File: config.mk
export PLATFORM = sky130hd
export DESIGN_NAME = cnc_lane
export DESIGN_NICKNAME = d
export VERILOG_FILES = /design/src/sv/cnc_pkg.sv /design/src/sv/cnc_lane.sv
export SDC_FILE = /design/constraint.sdc
export NUM_CORES = 1
export LEC_CHECK = 0
export BUFFER_PORTS_ARGS = -buffer_cell sky130_fd_sc_hd__buf_2
export CAP_MARGIN = 25
export CORE_AREA = 2 2 39 41
export DETAILED_ROUTE_END_ITERATION = 16
export DIE_AREA = 0 0 41 43
export PLACE_DENSITY_LB_ADDON = 0.25
export REMOVE_ABC_BUFFERS = 1
export SKIP_LAST_GASP = 1
export SYNTH_ARGS = -nofsm -noshare
export SYNTH_HDL_FRONTEND = slang
export SYNTH_SLANG_ARGS = --single-unit
export TNS_END_PERCENT = 30
File: constraint.sdc
create_clock -name vclk -period 0.8
set_input_delay 0.08 -clock vclk [all_inputs]
set_output_delay 0.08 -clock vclk [all_outputs]
set_load 0.1 [all_outputs]
File: src/sv/cnc_pkg.sv
// Shared types and constants for the coverage novelty check block.
package cnc_pkg;

  localparam int WORD_W = 64;
  localparam int IDX_W  = 13;
  localparam int BYTE_W = 8;
  localparam int LANES  = WORD_W / BYTE_W;

  localparam logic ACT_CHECK = 1'b0;
  localparam logic ACT_LOAD  = 1'b1;

  localparam logic [1:0] VERD_NONE  = 2'd0;
  localparam logic [1:0] VERD_HITS  = 2'd1;
  localparam logic [1:0] VERD_BYTES = 2'd2;

  localparam logic [WORD_W-1:0] WORD_ONES = {WORD_W{1'b1}};
  localparam logic [BYTE_W-1:0] BYTE_ONES = {BYTE_W{1'b1}};

  typedef enum logic [1:0] {
    ST_CLEAR,
    ST_IDLE,
    ST_CHECK
  } state_e;

  typedef struct packed {
    logic hit;
    logic fresh;
    logic ones;
  } lane_res_t;

endpackage

File: src/sv/cnc_lane.sv
// One byte lane: compares a coverage byte with its virgin byte.
module cnc_lane (
  input  logic [cnc_pkg::BYTE_W-1:0] cov_i,
  input  logic [cnc_pkg::BYTE_W-1:0] vir_i,
  output cnc_pkg::lane_res_t         res_o,
  output logic [cnc_pkg::BYTE_W-1:0] vir_new_o
);
  import cnc_pkg::*;

  always_comb begin
    res_o.hit   = |(cov_i & vir_i);
    res_o.ones  = (vir_i == BYTE_ONES);
    res_o.fresh = (cov_i != '0) && (vir_i == BYTE_ONES);
    vir_new_o   = vir_i & ~cov_i;
  end

endmodule

==> results by group <==
Status
  • Status: complete, but fails checks
  • Failing checks: negative setup slack

Timing
  • Max-slew headroom at the worst pin: 0.825
  • Post-route minimum period: 0.888 ns
  • Final setup vio count: 5
  • Fmax: 1.13 GHz
  • Slew Limit Fails: 0
  • Slew of the pin with the lowest slew margin: between 0.2 and 0.3 ns
  • Period Utilization, post-route: 1.11
  • Final WS setup: -0.0883 ns
  • RSZ-0062 raised after global routing: true
  • WHS: roughly 0.53 ns
  • Final hold violation count: 0

Logic synthesis
  • Compound-Gate Fraction of Synth Area: 0.306
  • Post-Synth XOR/XNOR Area: 0
  • Adder-Cell Fraction of Synth Area: 0
  • Yosys warns: 0
  • Main combinational cell family by area after synthesis: simple AND/OR/NAND/NOR gates
  • Post-synth top area cell: nor2b_1
  • Netlist cell types: 6
  • Post-synthesis cell count: 19
  • Seq/Total Area, Yosys: 0
  • Area contributors post-synth: nor2b_1, a22oi_1, nand4_1, nor4_1, a211oi_1
  • Syn Area/Cell: about 6.5 um^2
  • Area of the mapped netlist: 123 um^2
  • Area share of the largest cell type after synthesis: 0.408
  • Post-synthesis simple-gate area fraction: 0.694
  • Post-synthesis mux area share: 0
  • Count leader, synth: nor2b_1
  • Synth cell count leaders: nor2b_1, a22oi_1, nand4_1

Route
  • Drt total wl: between 700 and 800 um
  • Via-to-Cell Ratio: roughly 4.3
  • TritonRoute pass-1 iters: 4
  • DR vias: 295
  • Antenna Nets Post-Route: 0
  • DRT iter0 DRCs: 2
  • Post-DR wirelength/cell: roughly 11 um
  • Post-route DRC: 0

Pwr
  • Leak Pwr: approximately 0.00024 uW
  • Worst vdd ir: 251 uV
  • PwrDens: 782 nW/um^2

Floorplan
  • Die width: about 41 um
  • Die Y: 43 um
  • Starting Density: 0.0886
  • CORE AREA: 1380 um^2
  • Row Count: 14
  • Full die area: 1760 um^2
  • Top-level port count: 27

Layout
  • ANT cells: 0
  • Layout Nets: 71
  • Reg area: 0 um^2
  • Share of layout cells above drive strength 1: 0.792
  • Synth-to-Final Area Change: 370%
  • Final instance count without filler cells: approximately 70
  • CLK BUF: 0
  • FILL cells: 142
  • Final Instance Area: 577 um^2
  • Seq Cell Count: 0

Place
  • GP Congestion: 0.691
  • Port bufs: 27
  • Placed cells: just under 70
  • Placed cell areas: 480 um^2

Global routing
  • Grt total ovfl: 0
  • Vias in the first global route: between 200 and 300
  • Initial antenna violation count: 0
  • Largest net degree at the start of global routing: 4
  • Global Route Usage Sum: 0.0979
  • First-pass GRT wire length: 1280 um

Critical path
  • Data arrival, critical path: 0.81 ns
  • Critical Path End Type: output port
  • Kind of critical path: in2out
  • Worst Path Required: approximately 0.72 ns
  • Worst Setup Start Kind: primary input
  • Max Fanout on Critical Path: 3

Worst hold path
  • Worst Hold Class: in2out
  • Hold path cells: 3
  • Hold_sp: cov_i[3]
  • Worst hold endpoint: vir_new_o[3]

Run
  • Max Cap Viol: 0
## worst max-delay path by stage
stage	start	endpoint	slack (ns)	cells after the start
after floorplan	vir_i[7]	res_o[1]	-1.73	2
after global placement	cov_i[4]	res_o[1]	-0.19	5
after detailed placement	cov_i[4]	res_o[1]	-0.22	5
after CTS	vir_i[1]	res_o[1]	-0.09	4
after global routing	cov_i[5]	res_o[2]	-0.13	5
final	cov_i[7]	res_o[1]	-0.09	4
## per-layer routing
layer,share of wire,vias to the layer above,global-route usage
li1,-,146,-
met3,0.098,0,0.0157
met1,0.36,135,0.133
met2,0.54,14,0.166
met4,0,0,0
met5,0,-,0
## cell families (layout without fill, tap and decap cells)
kind of cell	after synthesis	after routing
buf+inv	0	34
simple gates	14	14
compound gates	5	5
## worst max-delay path: stages
cell      delay (ns)
buf_2           0.13
nor4_4          0.28
a211oi_2        0.13
buf_12          0.18
## power by group
group          switching (uW)  internal (uW)
registers                   0              0
clock network               0              0
logic                     269            182
## cell usage in the layout, fill, tap and decap left out, drive strengths merged
cell type  instances
nor2b              8
nor2               1
nor4               2
a211oi             1
a22oi              4
buf               34
nand4              3
## through the flow
step                setup WS, ns  setup TNS, ns   util  total power, uW
finish                   -0.0883         -0.307  0.417              451
global route              -0.132         -0.524  0.417              471
CTS                      -0.0934         -0.336  0.417              453
detailed placement        -0.222         -0.637  0.347              398
global placement          -0.190         -0.605  0.347              396
floorplan                  -1.73          -8.49      -              212
## repair_timing
item	CTS	global route
pin swaps	6	1
hold buffers	0	0
buffers inserted	1	0
cloned	0	0
endpoints found under the setup margin	4	6
gates resized for setup	19	0
## layout make-up
| cell class | instances | area [um^2] | share of cell area |
|---|---|---|---|
| tap | 16 | 20.0 | 0.0347 |
| multi-input combinational | 19 | 178 | 0.308 |
| timing repair buffer | 34 | 379 | 0.657 |
Note: power is estimated with default switching activity, not from simulation.
