`src/sv/cnc_pkg.sv`:
```
// Shared types and constants for the coverage novelty check block.
package cnc_pkg;

  localparam int WORD_W = 64;
  localparam int IDX_W  = 13;
  localparam int BYTE_W = 8;
  localparam int LANES  = WORD_W / BYTE_W;

  localparam logic ACT_CHECK = 1'b0;
  localparam logic ACT_LOAD  = 1'b1;

  localparam logic [1:0] VERD_NONE  = 2'd0;
  localparam logic [1:0] VERD_HITS  = 2'd1;
  localparam logic [1:0] VERD_BYTES = 2'd2;

  localparam logic [WORD_W-1:0] WORD_ONES = {WORD_W{1'b1}};
  localparam logic [BYTE_W-1:0] BYTE_ONES = {BYTE_W{1'b1}};

  typedef enum logic [1:0] {
    ST_CLEAR,
    ST_IDLE,
    ST_CHECK
  } state_e;

  typedef struct packed {
    logic hit;
    logic fresh;
    logic ones;
  } lane_res_t;

endpackage

```
`src/sv/cnc_merge.sv`:
```
// Merges the lane results into the updated running verdict and write enable.
module cnc_merge (
  input  cnc_pkg::lane_res_t [cnc_pkg::LANES-1:0] res_i,
  input  logic                                    in_range_i,
  input  logic [1:0]                              verdict_i,
  output logic                                    wr_o,
  output logic [1:0]                              verdict_o
);
  import cnc_pkg::*;

  logic             any_hit;
  logic             any_fresh;
  logic             all_ones;
  logic [1:0]       level;

  always_comb begin
    any_hit   = 1'b0;
    any_fresh = 1'b0;
    all_ones  = 1'b1;
    for (int k = 0; k < LANES; k++) begin
      any_hit   = any_hit | res_i[k].hit;
      any_fresh = any_fresh | res_i[k].fresh;
      all_ones  = all_ones & res_i[k].ones;
    end
    level = (all_ones || any_fresh) ? VERD_BYTES : VERD_HITS;
    wr_o  = in_range_i && any_hit;
    if (wr_o && (level > verdict_i)) begin
      verdict_o = level;
    end else begin
      verdict_o = verdict_i;
    end
  end

endmodule

```
`config.mk`:
```
export PLATFORM = sky130hd
export DESIGN_NAME = cnc_merge
export DESIGN_NICKNAME = d
export VERILOG_FILES = /design/src/sv/cnc_pkg.sv /design/src/sv/cnc_merge.sv
export SDC_FILE = /design/constraint.sdc
export NUM_CORES = 1
export LEC_CHECK = 0
export ABC_AREA = 1
export BUFFER_PORTS_ARGS = -buffer_cell sky130_fd_sc_hd__buf_2
export CAP_MARGIN = 40
export CELL_PAD_IN_SITES_DETAIL_PLACEMENT = 1
export CELL_PAD_IN_SITES_GLOBAL_PLACEMENT = 1
export CORE_AREA = 2 2 39 41
export DETAILED_ROUTE_END_ITERATION = 16
export DIE_AREA = 0 0 41 43
export PLACE_DENSITY = 0.76
export SYNTH_ARGS = -nofsm -noshare
export SYNTH_HDL_FRONTEND = slang
export SYNTH_SLANG_ARGS = --single-unit
```
`constraint.sdc`:
```
create_clock -name vclk -period 1.4
set_input_delay 0 -clock vclk [all_inputs]
set_output_delay 0 -clock vclk [all_outputs]
set_load 0.005 [all_outputs]
```
==> metrics.md, run 1 <==
| Metric | Value |
|---|---|
| Status | finished, final reports clean |
| Final WL | 838 µm |
| End point of the critical path | verdict_o[1] |
| Vias/cell | slightly above 4 |
| Synth Area in Simple Gates | 67.5% |
| Worst path required time | around 1.4 ns |
| Final slew viol count | 0 |
| Final core occ | about a third |
| Num rows | 14 |
| Synth Net Count | 72 |
| Sequential Power Share | 0% |
| Unrepaired setup endpoints after global routing | true |
| Starting density of the core | between 10 and 15% |
| Clkbuf count | 0 |
| Pleak | around 0.28 nW |
| Die H | about 43 µm |
| Sequential fraction of the synthesis area | 0% |
| GPL Wtd Cong | approximately 0.65 |
| Global Route Usage Sum | 8.69% |
| Worst-Margin Slew | 0.142 ns |
| Seq_cells | 0 |
| Design area | roughly 470 µm² |
| Top cell type's share of synthesized area | 33.1% |
| Flip-flop and latch area | 0 µm² |
| Crit path launch type | input port |
| Peak VDD IR | roughly 63 µV |
| Post-synthesis xor/xnor area fraction | 0% |
| Most instantiated cells after synthesis | nand2_1, nor2_1, inv_1 |
| Area delta synth->final | 142% |
| Final hold violations | 0 |
| Vias in the first global route | between 300 and 400 |
| Psw | ~0.000043 W |
| Clock Power Share | 0% |
| IO Port Bufs | 30 |
| Sw Share | between 40% and 50% |
| Hold WC Path Type | in2out |
| Main combinational cell family by area after synthesis | simple AND/OR/NAND/NOR gates |
| Detail Route Antenna Nets | 0 |
| CP max-delay cell | ha_4 |
| Slowest Stage Delay on Critical Path | 0.30 ns |
| Die ar. | 1760 µm² |
| Hold buffer count at CTS | 0 |
| DRT iter0 DRCs | 1 |
| Tot Pwr | 0.000103 W |
| Largest net degree at the start of global routing | 4 |
| First-pass GRT wire length | 1170 µm |
| Comb power frac | 100.0% |
| Mux cell area share after synthesis | 0% |
| Internal | between 0.00005 and 0.00006 W |
| Tcrit/Tclk final | 96.3% |
| Power Dens Cells | roughly 220 nW/µm² |
| Final-layout fill cell count | 187 |
| Via count | approximately 370 |
| Maximum fanout along the worst path | 3 |
| CP cell instances | buf_6 -> nor2_2 -> nand2_2 -> nor2_2 -> nand2_2 -> ha_4 -> nand2_4 -> a21boi_4 -> nand3_2 -> nand2_1 -> nand2_1 -> buf_2 |
| Critical path type | in2out |
| Final HPWL DP | 662 µm |
| Synth Area in Compound Gates | under 10% |
| Setup violators final | 0 |
| Crit path DAT | approximately 1.4 ns |
| Syn Inst Count | 43 |
| Maximum clock frequency | approximately 0.74 GHz |
| Placed Area | around 360 µm² |
| Synth cell types | 7 |
| Layout Nets | roughly 110 |
| Max Cap Viol | 0 |
| Time the worst path needs with I/O delays and setup | between 1 and 1.5 ns |
| Worst setup startpoint | res_i[22] |
| YS warnings | 0 |
| Cell taking the most area after synthesis | nand2_1 |
| Hold Worst Slack | about 0.28 ns |
| Syn Std Cell Area | around 190 µm² |
| # DRC | 0 |
| Wirelength per Cell | 9.21 µm |
| Mapped Avg Cell Area | approximately 4.5 µm² |
| First-pass DRT Iterations | 4 |
| Fraction of layout cells with a size suffix above 1 | 61.3% |
| Post-Synth Adder-Cell Area | around 13% |
| Die Wd | between 40 and 50 µm |
| Diode count | 0 |
| DP Cell Count | between 80 and 90 |
| Initial antenna violation count | 0 |
| Ranking of synthesized cells by area | nand2_1, nor2_1, inv_1, ha_1, nand3_1 |
| Global route overflow | 0 |
| Slew margin rel. | between 90% and 100% |
| IO Pins | 30 |
| Number of standard cells in the final layout excluding fillers | between 90 and 100 |
| Most common cell in the netlist | nand2_1 |
| CP Capture Type | output port |
| Core Region | 1380 µm² |
-- kinds of logic (layout without fill, tap and decap cells) --
family                     after synthesis  in the layout
AOI/OAI and AO/OA                        1              1
adders and majority gates                2              2
buffers and inverters                    7             39
and+or+nand+nor                         33             33
-- worst max-delay path, delay by kind of cell --
kind | cells | cell delay, ns
buf+inv | 2 | 0.21
compound gates | 1 | 0.17
simple gates | 8 | 0.66
fa+ha+maj | 1 | 0.30
-- metrics by stage --
stage	TNS, ns	worst slack, ns
2_1_floorplan	0	0.352
3_3_place_gp	0	0.0582
3_5_place_dp	-0.00298	-0.00298
4_1_cts	0	0.0237
5_1_grt	-0.0911	-0.0534
6_report	0	0.0521
-- metal layers --
| metal | vias up | GRT usage (%) | routed length, µm |
|---|---|---|---|
| met1 | 163 | 11.1 | 302 |
| met3 | 0 | 0 | 59 |
| met2 | 14 | 16.3 | 476 |
| li1 | 192 | - | - |
| met5 | - | 0 | 0 |
| met4 | 0 | 0 | 0 |
-- timing repair --
action	CTS	global route
setup endpoints to repair	2	2
gates resized for setup	0	18
setup buffers	1	1
pin swaps	1	13
-- power by group through the flow --
stage          Combinational (W)  Sequential (W)  Clock [W]
2_1_floorplan          0.0000298               0          0
3_3_place_gp           0.0000744               0          0
3_5_place_dp           0.0000779               0          0
4_1_cts                0.0000783               0          0
5_1_grt                 0.000115               0          0
6_report                0.000103               0          0
-- placed cells by master (no fill, tap or decap), drive strengths merged --
cell    Yosys  layout
buf         0      32
nand2      17      17
nor2       13      13
inv         7       7
nand3       3       3
ha          2       2
a21boi      1       1
-- final cells by class --
class / count / area, µm² / share of cell area (%)
inverters: 7 / 26.3 / 5.63
well taps: 16 / 20.0 / 4.29
repair buffers: 32 / 184 / 39.4
multi-input cells: 36 / 236 / 50.7
-- worst min path at each step --
stage | startpoint | to | cells past startpoint
detailed placement | verdict_i[1] | verdict_o[1] | 4
CTS | verdict_i[1] | verdict_o[1] | 4
global route | verdict_i[1] | verdict_o[1] | 4
floorplan | in_range_i | wr_o | 2
finish | verdict_i[1] | verdict_o[1] | 4
global placement | verdict_i[1] | verdict_o[1] | 4
Note: power is estimated with default switching activity, not from simulation.
==> inputs of run 2 (changes only) <==
Settings changed: BUFFER_PORTS_ARGS -buffer_cell sky130_fd_sc_hd__buf_2 to not set, DONT_BUFFER_PORTS set to 1, PLACE_DENSITY 0.76 to 0.39.
Clock period 1.4 ns to 1.25 ns, I/O delays scaled along.
==> run 2 against run 1 <==
  * Die area unchanged
  * Largest power group unchanged
  * Worst setup slack better by 0.057 ns
  * Wire length down 38%
  * Utilization down 16 points
  * Count of clock-buffer cells in the layout unchanged
  * Largest cell class unchanged
  * Combinational power down 55%
==> metrics.md, run 2 (synthesis gave the netlist of run 1 again) <==
| Metric | Value |
|---|---|
| Number of standard cells in the final layout excluding fillers | just under 60 |
| Clkbuf count | 0 |
| Commonest non-fill, non-tap cells in the layout | nand2_1, nor2_1, inv_1 |
| Hold WC Path Type | in2out |
| Worst path required time | approximately 1.3 ns |
| IO Port Bufs | 0 |
| Detail Route Antenna Nets | 0 |
| Global route overflow | 0 |
| Layout Nets | between 70 and 80 |
| Area delta synth->final | 26.0% |
| Vias/cell | 4.25 |
| Max Cap Viol | 0 |
| Largest net degree at the start of global routing | 5 |
| CP most frequent cell | nand2_1 |
| Slew margin rel. | slightly below 90% |
| Status | finished, final reports clean |
| CP max-delay cell | ha_1 |
| Final WL | approximately 520 µm |
| Final core occ | between 10% and 20% |
| # DRC | 0 |
| Time the worst path needs with I/O delays and setup | between 1 and 1.5 ns |
| Wirelength per Cell | between 8 and 9 µm |
| Global Route Usage Sum | between 5 and 6% |
| Peak VDD IR | approximately 35 µV |
| Worst hold stages | 2 |
| First-pass DRT Iterations | 1 |
| Fraction of layout cells with a size suffix above 1 | roughly 14% |
| Final hold violations | 0 |
| Post-placement setup slack | about 0.0046 ns |
| CP cell instances | nor2_1 -> nand2_1 -> nor2_1 -> nand2_2 -> ha_1 -> nand2_1 -> a21boi_4 -> nand3_2 -> nand2_1 -> nand2_1 |
| Crit path DAT | roughly 1.1 ns |
| GPL Wtd Cong | approximately 0.55 |
| PnR worst setup slack | ~0.11 ns |
| Die ar. | about 1800 µm² |
| Final slew viol count | 0 |
| Core Region | around 1400 µm² |
| Initial antenna violation count | 0 |
| Commonest non-fill, non-tap cell in the layout | nand2_1 |
| Crit path launch type | input port |
| Multi-input gate area | 196 µm² |
| Vias in the first global route | roughly 200 |
| Num rows | 14 |
| Power Dens Cells | ~190 nW/µm² |
| Setup violators final | 0 |
| Routed met1 length | about 160 µm |
| Tot Pwr | between 0.00004 and 0.00005 W |
| Die Wd | 41 µm |
| Met2 wire len | about 250 µm |
| Seq_cells | 0 |
| Worst-Margin Slew | 0.170 ns |
| Hold Path Sink | wr_o |
| Design area | approximately 240 µm² |
| Flip-flop and latch area | 0 µm² |
| Maximum clock frequency | 0.876 GHz |
| CP Capture Type | output port |
| DRT iter0 DRCs | 0 |
| Diode count | 0 |
| DP Cell Count | 59 |
| Final-layout fill cell count | around 180 |
| Critical path type | in2out |
| Hold path startpoint | in_range_i |
| Metal3 WL | 112 µm |
| Tcrit/Tclk final | 91.3% |
| DR top layer | met3 |
| Maximum fanout along the worst path | 4 |
| Pleak | 0.135 nW |
| Starting density of the core | between 10% and 20% |
| IO Pins | 30 |
| Slowest Stage Delay on Critical Path | 0.29 ns |
| Die H | 43 µm |
| Via count | roughly 250 |
| Placed Area | ~210 µm² |
| First-pass GRT wire length | about 750 µm |
run 2: report_power, final:
group	internal, W	leakage [nW]	total, W	switching, W
logic	0.0000214	0.135	0.0000460	0.0000247
clock network	0	0	0	0
registers	0	0	0	0
total	0.0000214	0.135	0.0000460	0.0000247
run 2: timing repair:
item	CTS	global route
setup buffers	0	0
gates resized for setup	0	5
hold buffers	0	0
endpoints found under the setup margin	0	2
run 2: cell type report:
cell class	count	area share [%]
inverters	7	10.8
well taps	16	8.25
multi-input cells	36	80.9
run 2: critical path, delay by kind of cell:
family,cells,cell delay (ns)
AO/OA/AOI/OAI,1,0.19
adder cells (fa/ha/maj),1,0.29
AND/OR/NAND/NOR,8,0.66
run 2: how the worst max path moves through the flow:
stage               startpoint           end
finish               res_i[19]  verdict_o[1]
floorplan             res_i[7]  verdict_o[0]
detailed placement    res_i[4]  verdict_o[1]
global placement      res_i[4]  verdict_o[0]
CTS                   res_i[4]  verdict_o[1]
global route         res_i[19]  verdict_o[0]
run 2: routing by layer:
metal	vias up	global-route usage, %
li1	129	-
met1	102	6.65
met2	20	9.69
met3	0	1.57
met4	0	0
met5	-	0
run 2: metrics by stage:
step	hold WS, ns	TNS [ns]
floorplan	0.0886	0
global placement	0.101	0
detailed placement	0.100	0
CTS	0.100	0
global route	0.104	-0.00369
finish	0.0970	0
==> inputs of run 3 (changes only) <==
Settings changed: RECOVER_POWER set to 50.
==> run 3 against run 2 <==
  * Sequential share of layout area did not move
  * Critical path type unchanged
  * Count of clock-buffer cells in the layout unchanged
  * Critical endpoint unchanged
  * Largest cell class unchanged
  * Critical path depth stayed put
  * Sequential cell count unchanged
  * Die area unchanged
  * Global-route usage unchanged
==> metrics.md, run 3 (synthesis gave the netlist of run 1 again) <==
| Metric | Value |
|---|---|
| Pleak | about 0.14 nW |
| IO Port Bufs | 0 |
| Via count | 250 |
| Time the worst path needs with I/O delays and setup | approximately 1.1 ns |
| Global route overflow | 0 |
| Sw Share | a little over half |
| Tcrit/Tclk final | 91.3% |
| Sequential Power Share | 0% |
| Max Cap Viol | 0 |
| Commonest non-fill, non-tap cell in the layout | nand2_1 |
| # DRC | 0 |
| Vias in the first global route | a little under 200 |
| Die ar. | 1760 µm² |
| Num rows | 14 |
| Hold WC Path Type | in2out |
| Wirelength per Cell | around 9 µm |
| Commonest non-fill, non-tap cells in the layout | nand2_1, nor2_1, inv_1 |
| Die H | 43 µm |
| Vias/cell | around 4.2 |
| Worst path required time | 1.25 ns |
| Hold buffer count at CTS | 0 |
| GPL Wtd Cong | around 0.55 |
| CTS resizes | 0 |
| Flip-flop and latch area | 0 µm² |
| Psw | about 0.000024 W |
| Seq_cells | 0 |
| Power Dens Cells | 189 nW/µm² |
| Internal | 0.0000210 W |
| Setup violators final | 0 |
| Comb power frac | 100.0% |
| Slew margin rel. | slightly above 80% |
| Clock Power Share | 0% |
| Area delta synth->final | 24.7% |
| Core Region | around 1400 µm² |
| Hold Worst Slack | roughly 0.10 ns |
| Met2 usage | around a tenth |
| Met3 Use GR | around 1.6% |
| Met1 usage | roughly 6.6% |
| Maximum clock frequency | around 0.9 GHz |
| Design area | 240 µm² |
| GRT busiest layer | met2 |
| Detail Route Antenna Nets | 0 |
| Status | finished, final reports clean |
| IO Pins | 30 |
| First-pass GRT wire length | between 700 and 800 µm |
| Initial antenna violation count | 0 |
| Starting density of the core | between 10 and 15% |
| Final hold violations | 0 |
| Peak VDD IR | about 35 µV |
| Final WL | roughly 520 µm |
| Diode count | 0 |
| Critical path type | in2out |
| Largest net degree at the start of global routing | 5 |
| CP Capture Type | output port |
| Clkbuf count | 0 |
| Worst-Margin Slew | 0.261 ns |
| Global Route Usage Sum | 5.49% |
| Placed Area | about 210 µm² |
| Final slew viol count | 0 |
| Die Wd | approximately 41 µm |
| Fraction of layout cells with a size suffix above 1 | a little under an eighth |
| Layout Nets | between 70 and 80 |
| Maximum fanout along the worst path | 4 |
| Setup bufs post-CTS | 0 |
| DRT iter0 DRCs | 0 |
| First-pass DRT Iterations | 1 |
| Crit path DAT | approximately 1.1 ns |
| Crit path launch type | input port |
==> run 3: cell counts in the layout (fill, tap and decap cells not counted) <==
Identical to the previous run, type by type.
==> run 3: power groups by stage <==
stage / logic [W] / clock network [W] / registers [W]
after global routing: 0.0000537 / 0 / 0
final: 0.0000454 / 0 / 0
after CTS: 0.0000403 / 0 / 0
after floorplan: 0.0000334 / 0 / 0
after global placement: 0.0000389 / 0 / 0
after detailed placement: 0.0000402 / 0 / 0
==> run 3: final timing paths <==
| path | from | end | slack (ns) | cells past startpoint |
|---|---|---|---|---|
| max | res_i[19] | verdict_o[1] | 0.11 | 10 |
| min | in_range_i | wr_o | 0.10 | 2 |
==> run 3: stage by stage <==
step / power [W] / cells / setup WS, ns / utilization [%] / TNS (ns)
floorplan: 0.0000334 / 43 / 0.202 / - / 0
global placement: 0.0000389 / 59 / 0.0182 / 15.4 / 0
detailed placement: 0.0000402 / 59 / 0.00463 / 15.4 / 0
CTS: 0.0000403 / 59 / 0.00324 / 15.4 / 0
global route: 0.0000537 / 59 / -0.00301 / 17.4 / -0.00369
finish: 0.0000454 / 59 / 0.109 / 17.4 / 0
==> run 3: routing by layer <==
layer  vias up  share of wire, %  routed length, µm
met5         -                 0                  0
li1        128                 -                  -
met1       102                31                161
met2        20                47                247
met3         0                21                112
met4         0                 0                  0
==> run 3: worst max-delay path: stages <==
cell and delay [ns]:
nor2_1 0.08, nand2_1 0.06, nor2_1 0.12, nand2_2 0.11, ha_1 0.29, nand2_1 0.06
a21boi_4 0.19, nand3_2 0.10, nand2_1 0.06, nand2_1 0.07
==> run 3: area by class of cell <==
class	count	area, µm²
fillers	185	1140
inverters	7	26.3
multi-input cells	36	194
well taps	16	20.0
